$ cat config.mk
export PLATFORM = sky130hd
export DESIGN_NAME = stale_status_watchdog_top
export DESIGN_NICKNAME = d
export VERILOG_FILES = /design/src/ssw_pkg.sv /design/src/stale_status_watchdog_top.sv
export VERILOG_INCLUDE_DIRS = /design/src /design/src/src
export SDC_FILE = /design/constraint.sdc
export NUM_CORES = 1
export LEC_CHECK = 0
export ABC_CLOCK_PERIOD_IN_PS = 16050
export CORE_ASPECT_RATIO = 1.25
export CORE_MARGIN = 2
export CORE_UTILIZATION = 40
export DETAILED_ROUTE_END_ITERATION = 16
export DONT_BUFFER_PORTS = 1
export GPL_ROUTABILITY_DRIVEN = 0
export GPL_TIMING_DRIVEN = 0
export PLACE_DENSITY = 0.57
export SYNTH_ARGS = -nofsm -noshare
export SYNTH_HDL_FRONTEND = slang
export SYNTH_SLANG_ARGS = --single-unit
$ cat constraint.sdc
create_clock -name clk -period 16.05 [get_ports clk]
set_input_delay 0.8025 -clock clk [delete_from_list [all_inputs] [get_ports clk]]
set_output_delay 0.8025 -clock clk [all_outputs]
set_load 0.005 [all_outputs]
$ cat src/stale_status_watchdog_top_defines.svh
// Assertion macros shared by the stale status watchdog RTL.
`ifndef STALE_STATUS_WATCHDOG_TOP_DEFINES_SVH
`define STALE_STATUS_WATCHDOG_TOP_DEFINES_SVH

// Check that cons holds in the same cycle as ante.
`define SSW_ASSERT_NOW(label, clk, rst_n, ante, cons) \
    label: assert property (@(posedge clk) disable iff (!rst_n) (ante) |-> (cons)) \
        else $error("stale status watchdog check failed");

// Check that cons holds in the cycle after ante.
`define SSW_ASSERT_NEXT(label, clk, rst_n, ante, cons) \
    label: assert property (@(posedge clk) disable iff (!rst_n) (ante) |=> (cons)) \
        else $error("stale status watchdog check failed");

`endif

$ cat src/ssw_pkg.sv
// Types, constants and helpers for the stale status watchdog.
`default_nettype none

package ssw_pkg;

    localparam int TIME_W         = 52;
    localparam int TIME_TOLERANCE = 1;
    localparam int TIMEOUT_W      = 32;
    localparam int CODE_W         = 6;
    localparam int REQ_W          = 8;
    localparam int ADDR_W         = 3;
    localparam int DATA_W         = 32;

    localparam logic [TIMEOUT_W-1:0] DEFAULT_TIMEOUT = 32'd800000;

    // Register byte addresses
    localparam logic [ADDR_W-1:0] ADDR_STALE_TIMEOUT = 3'd0;

    // Alarm codes
    localparam logic [CODE_W-1:0] ALARM_NOT_READY = 6'd30;
    localparam logic [CODE_W-1:0] ALARM_BAD_INPUT = 6'd35;

    typedef enum logic [3:0] {
        CAUSE_FRESH        = 4'd0,
        CAUSE_DUPLICATE    = 4'd1,
        CAUSE_HEARTBEAT    = 4'd2,
        CAUSE_WALL_ROLL    = 4'd3,
        CAUSE_BAD_STAMP    = 4'd4,
        CAUSE_STAMP_ROLL   = 4'd5,
        CAUSE_STAMP_STALE  = 4'd6,
        CAUSE_UNKNOWN_CODE = 4'd7,
        CAUSE_NO_STATUS    = 4'd8,
        CAUSE_STATUS_STALE = 4'd9
    } cause_t;

    // Accept 14, 17, 18 and 30 through 35.
    function automatic logic code_allowed(input logic [REQ_W-1:0] c);
        return (c == 8'd14) || (c == 8'd17) || (c == 8'd18) ||
               ((c >= 8'd30) && (c <= 8'd35));
    endfunction

    // Signed elapsed time plus tolerance against the timeout.
    function automatic logic timed_out(input logic [TIME_W-1:0]    now,
                                       input logic [TIME_W-1:0]    then_t,
                                       input logic [TIMEOUT_W-1:0] timeout);
        logic [TIME_W+1:0] diff;
        diff = {2'b00, now} - {2'b00, then_t} + (TIME_W+2)'(TIME_TOLERANCE);
        return $signed(diff) >= $signed({(TIME_W+2-TIMEOUT_W)'(0), timeout});
    endfunction

endpackage

`default_nettype wire

$ cat src/stale_status_watchdog_top.sv
// Stale status watchdog: input stage, decision logic, state and result register.
`default_nettype none

// Takes one item (status report or heartbeat tick) per clock and returns
// exactly one result per item, passing it through the input register and
// then the result register. The decision for an item and the update of the
// watchdog state happen together as it moves from the input register to the
// result register, so the next item sees the state it leaves. Sustained rate
// is one item per cycle; the only limit is the downstream stall, which backs
// up through the two registers.
// stale_timeout sits at byte address 0; a write of 0 loads 800000.
module stale_status_watchdog_top (
    input  wire logic                                  clk,
    input  wire logic                                  rst_n,
    // input channel
    input  wire logic                                  in_valid,
    output logic                                       in_stall,
    input  wire logic                                  mode,
    input  wire logic [ssw_pkg::REQ_W-1:0]             wanted_code,
    input  wire logic [ssw_pkg::TIME_W-1:0]            wall_now,
    input  wire logic                                  wall_time_ok,
    input  wire logic [ssw_pkg::TIME_W-1:0]            source_stamp,
    input  wire logic                                  source_stamp_ok,
    // result channel
    output logic                                       out_valid,
    input  wire logic                                  out_stall,
    output logic [ssw_pkg::CODE_W-1:0]                 active_code,
    output logic                                       code_changed,
    output ssw_pkg::cause_t                            cause,
    // configuration port
    input  wire logic                                  psel,
    input  wire logic                                  penable,
    input  wire logic                                  pwrite,
    input  wire logic [ssw_pkg::ADDR_W-1:0]            paddr,
    input  wire logic [ssw_pkg::DATA_W-1:0]            pwdata,
    output logic [ssw_pkg::DATA_W-1:0]                 prdata,
    output logic                                       pready
);

    import ssw_pkg::*;

    `include "stale_status_watchdog_top_defines.svh"

    // Input stage
    logic                  in_valid_reg;
    logic                  mode_reg;
    logic [REQ_W-1:0]      req_reg;
    logic [TIME_W-1:0]     wall_reg;
    logic                  wall_ok_reg;
    logic [TIME_W-1:0]     stamp_reg;
    logic                  stamp_ok_reg;

    // Result stage
    logic                  out_valid_reg;
    logic [CODE_W-1:0]     active_code_reg;
    logic                  code_changed_reg;
    cause_t                cause_reg;

    // Watchdog state
    logic [CODE_W-1:0]     current_alarm_reg, current_alarm_next;
    logic                  seen_status_reg, seen_status_next;
    logic                  seen_wall_reg, seen_wall_next;
    logic                  seen_stamp_reg, seen_stamp_next;
    logic [TIME_W-1:0]     receipt_time_reg, receipt_time_next;
    logic [TIME_W-1:0]     observed_wall_reg, observed_wall_next;
    logic [TIME_W-1:0]     last_stamp_reg, last_stamp_next;
    logic [TIME_W-1:0]     progress_time_reg, progress_time_next;
    logic [TIMEOUT_W-1:0]  stale_timeout_reg;

    // Handshake
    logic                  out_free;
    logic                  advance;
    logic                  load_in;
    logic                  cfg_write;

    // Decision
    logic [CODE_W-1:0]     code_n;
    cause_t                cause_n;
    logic                  wall_roll;
    logic                  stamp_bad;
    logic                  stamp_roll;
    logic                  advanced;
    logic [TIME_W-1:0]     progress_eff;

    assign out_free = !out_valid_reg || !out_stall;
    assign advance  = in_valid_reg && out_free;
    assign load_in  = !in_valid_reg || advance;
    assign in_stall = !load_in;

    assign out_valid    = out_valid_reg;
    assign active_code  = active_code_reg;
    assign code_changed = code_changed_reg;
    assign cause        = cause_reg;

    // Configuration register
    assign pready    = 1'b1;
    assign cfg_write = psel && penable && pwrite && pready;
    assign prdata    = (paddr[ADDR_W-1] == ADDR_STALE_TIMEOUT[ADDR_W-1])
                       ? stale_timeout_reg : '0;

    always_ff @(posedge clk or negedge rst_n)
    begin
        if (!rst_n)
        begin
            stale_timeout_reg <= DEFAULT_TIMEOUT;
        end
        else if (cfg_write && (paddr[ADDR_W-1] == ADDR_STALE_TIMEOUT[ADDR_W-1]))
        begin
            stale_timeout_reg <= (pwdata == '0) ? DEFAULT_TIMEOUT : pwdata;
        end
    end

    // Hold the input transfer until the result stage takes it
    always_ff @(posedge clk or negedge rst_n)
    begin
        if (!rst_n)
        begin
            in_valid_reg <= 1'b0;
        end
        else if (load_in)
        begin
            in_valid_reg <= in_valid;
        end
    end

    always_ff @(posedge clk)
    begin
        if (load_in && in_valid)
        begin
            mode_reg     <= mode;
            req_reg      <= wanted_code;
            wall_reg     <= wall_now;
            wall_ok_reg  <= wall_time_ok;
            stamp_reg    <= source_stamp;
            stamp_ok_reg <= source_stamp_ok;
        end
    end

    // Decide the result and the next watchdog state
    always_comb
    begin
        current_alarm_next = current_alarm_reg;
        seen_status_next   = seen_status_reg;
        seen_wall_next     = seen_wall_reg;
        seen_stamp_next    = seen_stamp_reg;
        receipt_time_next  = receipt_time_reg;
        observed_wall_next = observed_wall_reg;
        last_stamp_next    = last_stamp_reg;
        progress_time_next = progress_time_reg;
        code_n             = current_alarm_reg;
        cause_n            = CAUSE_HEARTBEAT;

        wall_roll  = seen_wall_reg &&
                     (({1'b0, wall_reg} + (TIME_W+1)'(TIME_TOLERANCE)) <
                      {1'b0, observed_wall_reg});
        stamp_bad  = !stamp_ok_reg || (stamp_reg == '0);
        stamp_roll = seen_stamp_reg &&
                     (({1'b0, stamp_reg} + (TIME_W+1)'(TIME_TOLERANCE)) <
                      {1'b0, last_stamp_reg});
        advanced   = !seen_stamp_reg ||
                     ({1'b0, stamp_reg} >
                      ({1'b0, last_stamp_reg} + (TIME_W+1)'(TIME_TOLERANCE)));
        progress_eff = advanced ? wall_reg : progress_time_reg;

        if (!wall_ok_reg)
        begin
            code_n  = ALARM_NOT_READY;
            cause_n = CAUSE_WALL_ROLL;
        end
        else if (wall_roll)
        begin
            observed_wall_next = wall_reg;
            code_n             = ALARM_NOT_READY;
            cause_n            = CAUSE_WALL_ROLL;
        end
        else
        begin
            seen_wall_next     = 1'b1;
            observed_wall_next = wall_reg;
            if (mode_reg)
            begin
                // heartbeat tick
                if (!seen_status_reg)
                begin
                    code_n  = ALARM_NOT_READY;
                    cause_n = CAUSE_NO_STATUS;
                end
                else if (timed_out(wall_reg, receipt_time_reg, stale_timeout_reg))
                begin
                    code_n  = ALARM_NOT_READY;
                    cause_n = CAUSE_STATUS_STALE;
                end
                else if (timed_out(wall_reg, progress_time_reg, stale_timeout_reg))
                begin
                    code_n  = ALARM_NOT_READY;
                    cause_n = CAUSE_STAMP_STALE;
                end
                else
                begin
                    code_n  = current_alarm_reg;
                    cause_n = CAUSE_HEARTBEAT;
                end
            end
            else
            begin
                // status report
                seen_status_next  = 1'b1;
                receipt_time_next = wall_reg;
                if (stamp_bad)
                begin
                    code_n  = ALARM_BAD_INPUT;
                    cause_n = CAUSE_BAD_STAMP;
                end
                else if (stamp_roll)
                begin
                    last_stamp_next    = stamp_reg;
                    progress_time_next = wall_reg;
                    code_n             = ALARM_NOT_READY;
                    cause_n            = CAUSE_STAMP_ROLL;
                end
                else
                begin
                    seen_stamp_next = 1'b1;
                    if (advanced)
                    begin
                        last_stamp_next    = stamp_reg;
                        progress_time_next = wall_reg;
                    end
                    if (timed_out(wall_reg, progress_eff, stale_timeout_reg))
                    begin
                        code_n  = ALARM_NOT_READY;
                        cause_n = CAUSE_STAMP_STALE;
                    end
                    else if (!code_allowed(req_reg))
                    begin
                        code_n  = ALARM_BAD_INPUT;
                        cause_n = CAUSE_UNKNOWN_CODE;
                    end
                    else if (!advanced)
                    begin
                        code_n  = current_alarm_reg;
                        cause_n = CAUSE_DUPLICATE;
                    end
                    else
                    begin
                        code_n  = req_reg[CODE_W-1:0];
                        cause_n = CAUSE_FRESH;
                    end
                end
            end
        end
        current_alarm_next = code_n;
    end

    // Commit state as the item moves into the result register
    always_ff @(posedge clk or negedge rst_n)
    begin
        if (!rst_n)
        begin
            current_alarm_reg <= ALARM_NOT_READY;
            seen_status_reg   <= 1'b0;
            seen_wall_reg     <= 1'b0;
            seen_stamp_reg    <= 1'b0;
            receipt_time_reg  <= '0;
            observed_wall_reg <= '0;
            last_stamp_reg    <= '0;
            progress_time_reg <= '0;
        end
        else if (advance)
        begin
            current_alarm_reg <= current_alarm_next;
            seen_status_reg   <= seen_status_next;
            seen_wall_reg     <= seen_wall_next;
            seen_stamp_reg    <= seen_stamp_next;
            receipt_time_reg  <= receipt_time_next;
            observed_wall_reg <= observed_wall_next;
            last_stamp_reg    <= last_stamp_next;
            progress_time_reg <= progress_time_next;
        end
    end

    // Result register: load on advance, drop when taken
    always_ff @(posedge clk or negedge rst_n)
    begin
        if (!rst_n)
        begin
            out_valid_reg <= 1'b0;
        end
        else if (out_free)
        begin
            out_valid_reg <= advance;
        end
    end

    always_ff @(posedge clk)
    begin
        if (advance)
        begin
            active_code_reg  <= code_n;
            code_changed_reg <= (code_n != current_alarm_reg);
            cause_reg        <= cause_n;
        end
    end

    // Checks
    `SSW_ASSERT_NOW(a_cause_range, clk, rst_n, out_valid_reg, cause_reg <= CAUSE_STATUS_STALE)
    `SSW_ASSERT_NOW(a_wall_forces_not_ready, clk, rst_n,
                    out_valid_reg && (cause_reg == CAUSE_WALL_ROLL),
                    active_code_reg == ALARM_NOT_READY)
    `SSW_ASSERT_NOW(a_timeout_nonzero, clk, rst_n, 1'b1, stale_timeout_reg != '0)
    `SSW_ASSERT_NEXT(a_changed_matches, clk, rst_n, advance,
                     code_changed_reg == (active_code_reg != $past(current_alarm_reg)))
    `SSW_ASSERT_NEXT(a_alarm_tracks_result, clk, rst_n, advance,
                     current_alarm_reg == active_code_reg)

endmodule

`default_nettype wire

==> out/metrics.cfg, run 1 <==
[synthesis]
synthAdderAreaFrac=0.140
synth_cells=4417
avgSynthCellArea_um2=8.52
synth_top_family_by_area=simple AND/OR/NAND/NOR gates
yosysUniqueCellTypes=108
ys_seq_elements=377
synth_warnings=0
yosysSeqAreaShare=0.268
yosys.area_share.simple=0.200
synth_compound_area_frac=0.186
dominantRegCellSynth=dfrtp_1
synth_mux_area_frac=0.0681
synth_enable_flop_cells=126
syn_area_um2=37600
synth-xor-area-share=0.0863
synth_nets=4992
synth-async-reset-ratio=0.666

[critical_path]
crit_path_max_fanout=10
crit_required_ns=16.38
crit_type=reg -> reg
slowest_delay_ns=0.75
setup.worst_path.start_class=flip-flop
cp_common_cell=nor3_1
slowest_stage=nor4_2
setup.worst_path.end_class=flip-flop
arrival_ns=15.33

[pwr]
pwr_density_cell_nw_per_um2=196
ir_drop_v=0.0000981
power_frac_clock=0.144
pwr-share-seq=0.180
internal_power_mw=4.05
swShare=0.496
switchingPower_mw=3.98
combPwrFrac=0.677
power.leakage_nw=17.1

[clock_network]
cts_tree=done
cts_buffer_depth=3
postCtsSetupBuffers=0
root_buffer=clkbuf_16
htreeDepth=2
cts-buffers-inserted=46
clkSinkCount=377
clk_pin_slew_ns=0.07
insertion_delay_ns=0.64

[min_path]
min_path_type=in -> async

[timing]
rsz0062_at_grt=no
setup_tns_ns=0
tightest_slew_ns=1.25
period_share=0.935
finalHoldViolCount=0
fin_skew_ns=0.0325
finalSetupViolations=0
fmax_ghz=0.0667
relSlewSlack=0.163
maxSlewViolCount=0
fin_crit_ns=15.00

[outcome]
status=completed

[layout]
n_fill_cell=9291
mostFrequentLayoutCells=ha_1, inv_1, a21oi_1, nor2_1, nand2_1
drive_gt1_frac=0.0851
area_growth_pct=8.78
nets=5047
final_common_cell=ha_1
final_util=0.440

[place]
port_buffers=0
hpwl_um=96800

[job]
drv_cap=0

[die]
die_area_um2=96500
die_y_um=347
die_w_um=278
core_area_um2=93100
initial_core_util=0.404
rows=125
num_io_pins=203

[route]
dr_total_vias=33280
wl_per_cell_um=21.1
drt_iter0_markers=1992
drc_errors=0
viasPerCell=5.82
wirelength_um=121000
drtPass1Iterations=6
ant_nets=0

[global_routing]
grt_use_total=0.244
antenna_found_initial=8
grt_pass1_vias=32662
grt_pass1_wl_um=184000
grt_max_degree=242
overflow=0

power groups by stage:
| stage | Sequential (mW) | Clock, mW | Combinational [mW] |
|---|---|---|---|
| detailed placement | 1.46 | 0 | 5.33 |
| finish | 1.44 | 1.15 | 5.43 |
| global placement | 1.45 | 0 | 5.25 |
| global route | 1.48 | 1.22 | 6.05 |
| CTS | 1.44 | 1.19 | 5.37 |
| floorplan | 1.39 | 0 | 4.08 |
cell usage after synthesis, types with 16 or more instances:
| master | count | area share |
|---|---|---|
| a31oi_1 | 37 | 0.0062 |
| and3_1 | 55 | 0.0091 |
| and2_1 | 34 | 0.0057 |
| a21o_1 | 157 | 0.031 |
| dfrtp_1 | 241 | 0.16 |
| ha_1 | 415 | 0.14 |
| or2_2 | 17 | 0.0028 |
| xnor2_1 | 275 | 0.064 |
| o21bai_1 | 44 | 0.0088 |
| o31ai_1 | 22 | 0.0044 |
| o31a_1 | 16 | 0.0037 |
| nand3_1 | 135 | 0.018 |
| or3_1 | 34 | 0.0057 |
| a211oi_1 | 36 | 0.0072 |
| o211ai_1 | 33 | 0.0066 |
| o21a_1 | 53 | 0.011 |
| clkbuf_1 | 148 | 0.015 |
| nand2_1 | 312 | 0.031 |
| nor4_1 | 66 | 0.011 |
| inv_1 | 335 | 0.033 |
| a21oi_1 | 316 | 0.042 |
| nand4_1 | 171 | 0.028 |
| nand2b_1 | 37 | 0.0062 |
| nor3_1 | 102 | 0.014 |
| mux2i_1 | 32 | 0.0085 |
| o21ai_0 | 182 | 0.024 |
| edfxtp_1 | 126 | 0.10 |
| and4_1 | 24 | 0.0056 |
| or4_1 | 16 | 0.0032 |
| mux2_2 | 199 | 0.060 |
| xor2_1 | 94 | 0.022 |
| nor2_1 | 313 | 0.031 |
| nor2b_1 | 50 | 0.0083 |
worst max-delay path: cells and delay by family, from the launching register on:
| family | cells | cell delay [ns] |
|---|---|---|
| simple gates | 22 | 7.11 |
| compound gates | 12 | 3.97 |
| buf+inv | 5 | 1.46 |
| fa+ha+maj | 3 | 1.10 |
| xor+xnor | 3 | 0.63 |
| flops | 1 | 0.40 |
worst paths after layout:
| path | slack [ns] | cells after the start | endpoint | start |
|---|---|---|---|---|
| worst max-delay path | 1.05 | 45 | code_changed | last_stamp_reg[4] |
| worst min-delay path | 0.07 | 1 | stale_timeout_reg[3] | rst_n |
| worst max register to register | 1.05 | 45 | code_changed | last_stamp_reg[4] |
| worst min register to register | 0.47 | 1 | seen_wall_reg | seen_wall_reg |
| max in group asynchronous | 14.75 | 2 | last_stamp_reg[39] | rst_n |
| min in group clk | 0.26 | 0 | wall_reg[33] | wall_now[33] |
cell families after synthesis:
| logic type | count (synthesis) |
|---|---|
| compound gates | 1067 |
| other cells | 1 |
| mux | 231 |
| buf+inv | 506 |
| simple gates | 1447 |
| xor+xnor | 370 |
| fa+ha+maj | 418 |
| flops | 377 |
layer usage:
layer | track usage | wire length [µm] | vias to the layer above
met4 | 0.106 | 5580 | 10
met5 | 0 | 75 | -
met3 | 0.0301 | 5620 | 237
met2 | 0.439 | 59500 | 830
li1 | - | - | 16297
met1 | 0.289 | 49800 | 15906
timing repair:
action                                  4_1_cts  5_1_grt
resized for setup                             1        4
endpoints found under the setup margin        2       16
hold buffers                                  3        0
endpoints found under the hold margin       241        0
final cells by class:
class | count | area, µm² | area share
diodes | 1 | 2.50 | 0.0000611
flip-flops and latches | 377 | 10100 | 0.246
multi-input cells | 3534 | 25600 | 0.626
well taps | 1206 | 1510 | 0.0369
repair buffers | 7 | 133 | 0.00324
clock buffers | 53 | 1200 | 0.0293
inverters | 335 | 1260 | 0.0307
clock inverters | 33 | 447 | 0.0109
plain buffers | 171 | 691 | 0.0169
per-stage QoR:
stage / instances / instance area (µm²) / hold slack, ns / setup slack (ns) / total power, mW
5_1_grt: 5716 / 40900 / 0.110 / 0.0186 / 8.75
4_1_cts: 5715 / 40900 / 0.223 / 0.335 / 8.01
3_5_place_dp: 5626 / 39200 / 0.454 / 0.0135 / 6.79
3_3_place_gp: 5623 / 39100 / 0.454 / 0.0936 / 6.71
2_1_floorplan: 4417 / 37600 / 0.435 / 4.79 / 5.47
6_report: 5717 / 40900 / 0.0705 / 1.05 / 8.03
Note: power is estimated with default switching activity, not from simulation.
==> run 2, diff against run 1 <==
CORE_UTILIZATION = 50   (was 40)
GPL_TIMING_DRIVEN = not set   (was 0)
PLACE_DENSITY = 0.68   (was 0.57)
SKIP_CTS_REPAIR_TIMING = 1   (was not set)
==> out/metrics.cfg, run 2 (synthesis gave the netlist of run 1 again) <==
[outcome]
status=complete, but fails checks
violations=max-slew violations

[min_path]
min_path_type=in -> async

[pwr]
ir_drop_v=0.000120
pwr_density_cell_nw_per_um2=195
power.leakage_nw=16.9

[die]
core_area_um2=74600
rows=112
die_y_um=311
num_io_pins=203
initial_core_util=0.505
die_area_um2=77500
die_w_um=249

[clock_network]
cts-buffers-inserted=43
htreeDepth=2
insertion_delay_ns=0.62
root_buffer=clkbuf_16
cts_buffer_depth=3
clk_pin_slew_ns=0.06
clkSinkCount=377
cts_tree=done

[route]
viasPerCell=6.18
wirelength_um=106000
wl_per_cell_um=19.9
ant_nets=0
drtPass1Iterations=6
drc_errors=0
dr_total_vias=32842
drt_iter0_markers=1687

[global_routing]
antenna_found_initial=11
grt_max_degree=252
grt_pass1_vias=31841
grt_use_total=0.267
grt_pass1_wl_um=166000
overflow=0

[critical_path]
cp-startpoint=last_stamp_reg[4]
crit_path_max_fanout=13
arrival_ns=13.60
setup.worst_path.end_class=flip-flop
worstReg2RegStart=last_stamp_reg[4]
rr_worst_depth=55
crit_family=simple AND/OR/NAND/NOR gates
setup.worst_path.end=code_changed
crit_type=reg -> reg
regToRegSetupSlack_ns=2.79
cp_num_buf_inv=2
crit_required_ns=16.39
cp.depth=55
setup.worst_path.start_class=flip-flop
slowest_stage=o21a_1
r2r_end=code_changed
slowest_delay_ns=0.59

[layout]
fin_cells=5316
area_growth_pct=5.92
final_common_cell=ha_1
mostFrequentLayoutCells=ha_1, inv_1, a21oi_1, nor2_1, nand2_1
nets=4886
drive_gt1_frac=0.0849

[timing]
relSlewSlack=-0.262
finalSetupViolations=0
fin_skew_ns=0.0255
tightest_slew_ns=1.89
period_share=0.826
rsz0062_at_grt=no
maxSlewViolCount=143
finalHoldViolCount=0
fmax_ghz=0.0754
fin_crit_ns=13.26
setup_tns_ns=0

[place]
port_buffers=0
place_inst=5234
hpwl_um=84600

[job]
drv_cap=0

[run 2: worst min path at each step]
| stage | slack, ns | end | start | cells past startpoint |
|---|---|---|---|---|
| floorplan | 0.43 | seen_wall_reg | seen_wall_reg | 1 |
| global placement | 0.46 | seen_wall_reg | seen_wall_reg | 1 |
| detailed placement | 0.46 | seen_wall_reg | seen_wall_reg | 1 |
| CTS | -0.14 | stale_timeout_reg[5] | rst_n | 0 |
| global route | 0.003 | current_alarm_reg[2] | rst_n | 0 |
| finish | 0.04 | stale_timeout_reg[8] | rst_n | 0 |
[run 2: routing by layer]
| metal | track usage | vias to the layer above | routed length, µm |
|---|---|---|---|
| met1 | 0.306 | 15548 | 42200 |
| met3 | 0.0366 | 308 | 5480 |
| met4 | 0.132 | 20 | 5630 |
| met2 | 0.486 | 982 | 52400 |
| li1 | - | 15984 | - |
| met5 | 0 | - | 127 |
[run 2: through the flow]
step	power [mW]	cell area, µm²	utilization	setup slack (ns)	hold WS [ns]
finish	7.75	39800	0.535	2.79	0.0358
global route	8.45	39800	0.534	1.45	0.00338
floorplan	5.47	37600	-	4.79	0.435
global placement	6.50	38300	0.514	2.94	0.457
detailed placement	6.61	38300	0.514	2.79	0.460
CTS	7.70	39800	0.534	2.76	-0.141
[run 2: area by class of cell]
cell class,instances,area [µm²]
clock buffers,49,1130
well taps,969,1210
inverters,335,1260
clock inverters,31,378
diodes,1,2.50
flip-flops and latches,377,10100
multi-input cells,3534,25600
fillers,7013,34700
repair buffers,20,170
[run 2: report_power, final]
part | leakage (nW) | total (mW) | internal, mW | switching (mW)
Sequential | 4.20 | 1.44 | 1.26 | 0.190
Combinational | 11.9 | 5.26 | 2.11 | 3.14
Clock | 0.728 | 1.05 | 0.600 | 0.449
Total | 16.9 | 7.75 | 3.97 | 3.78
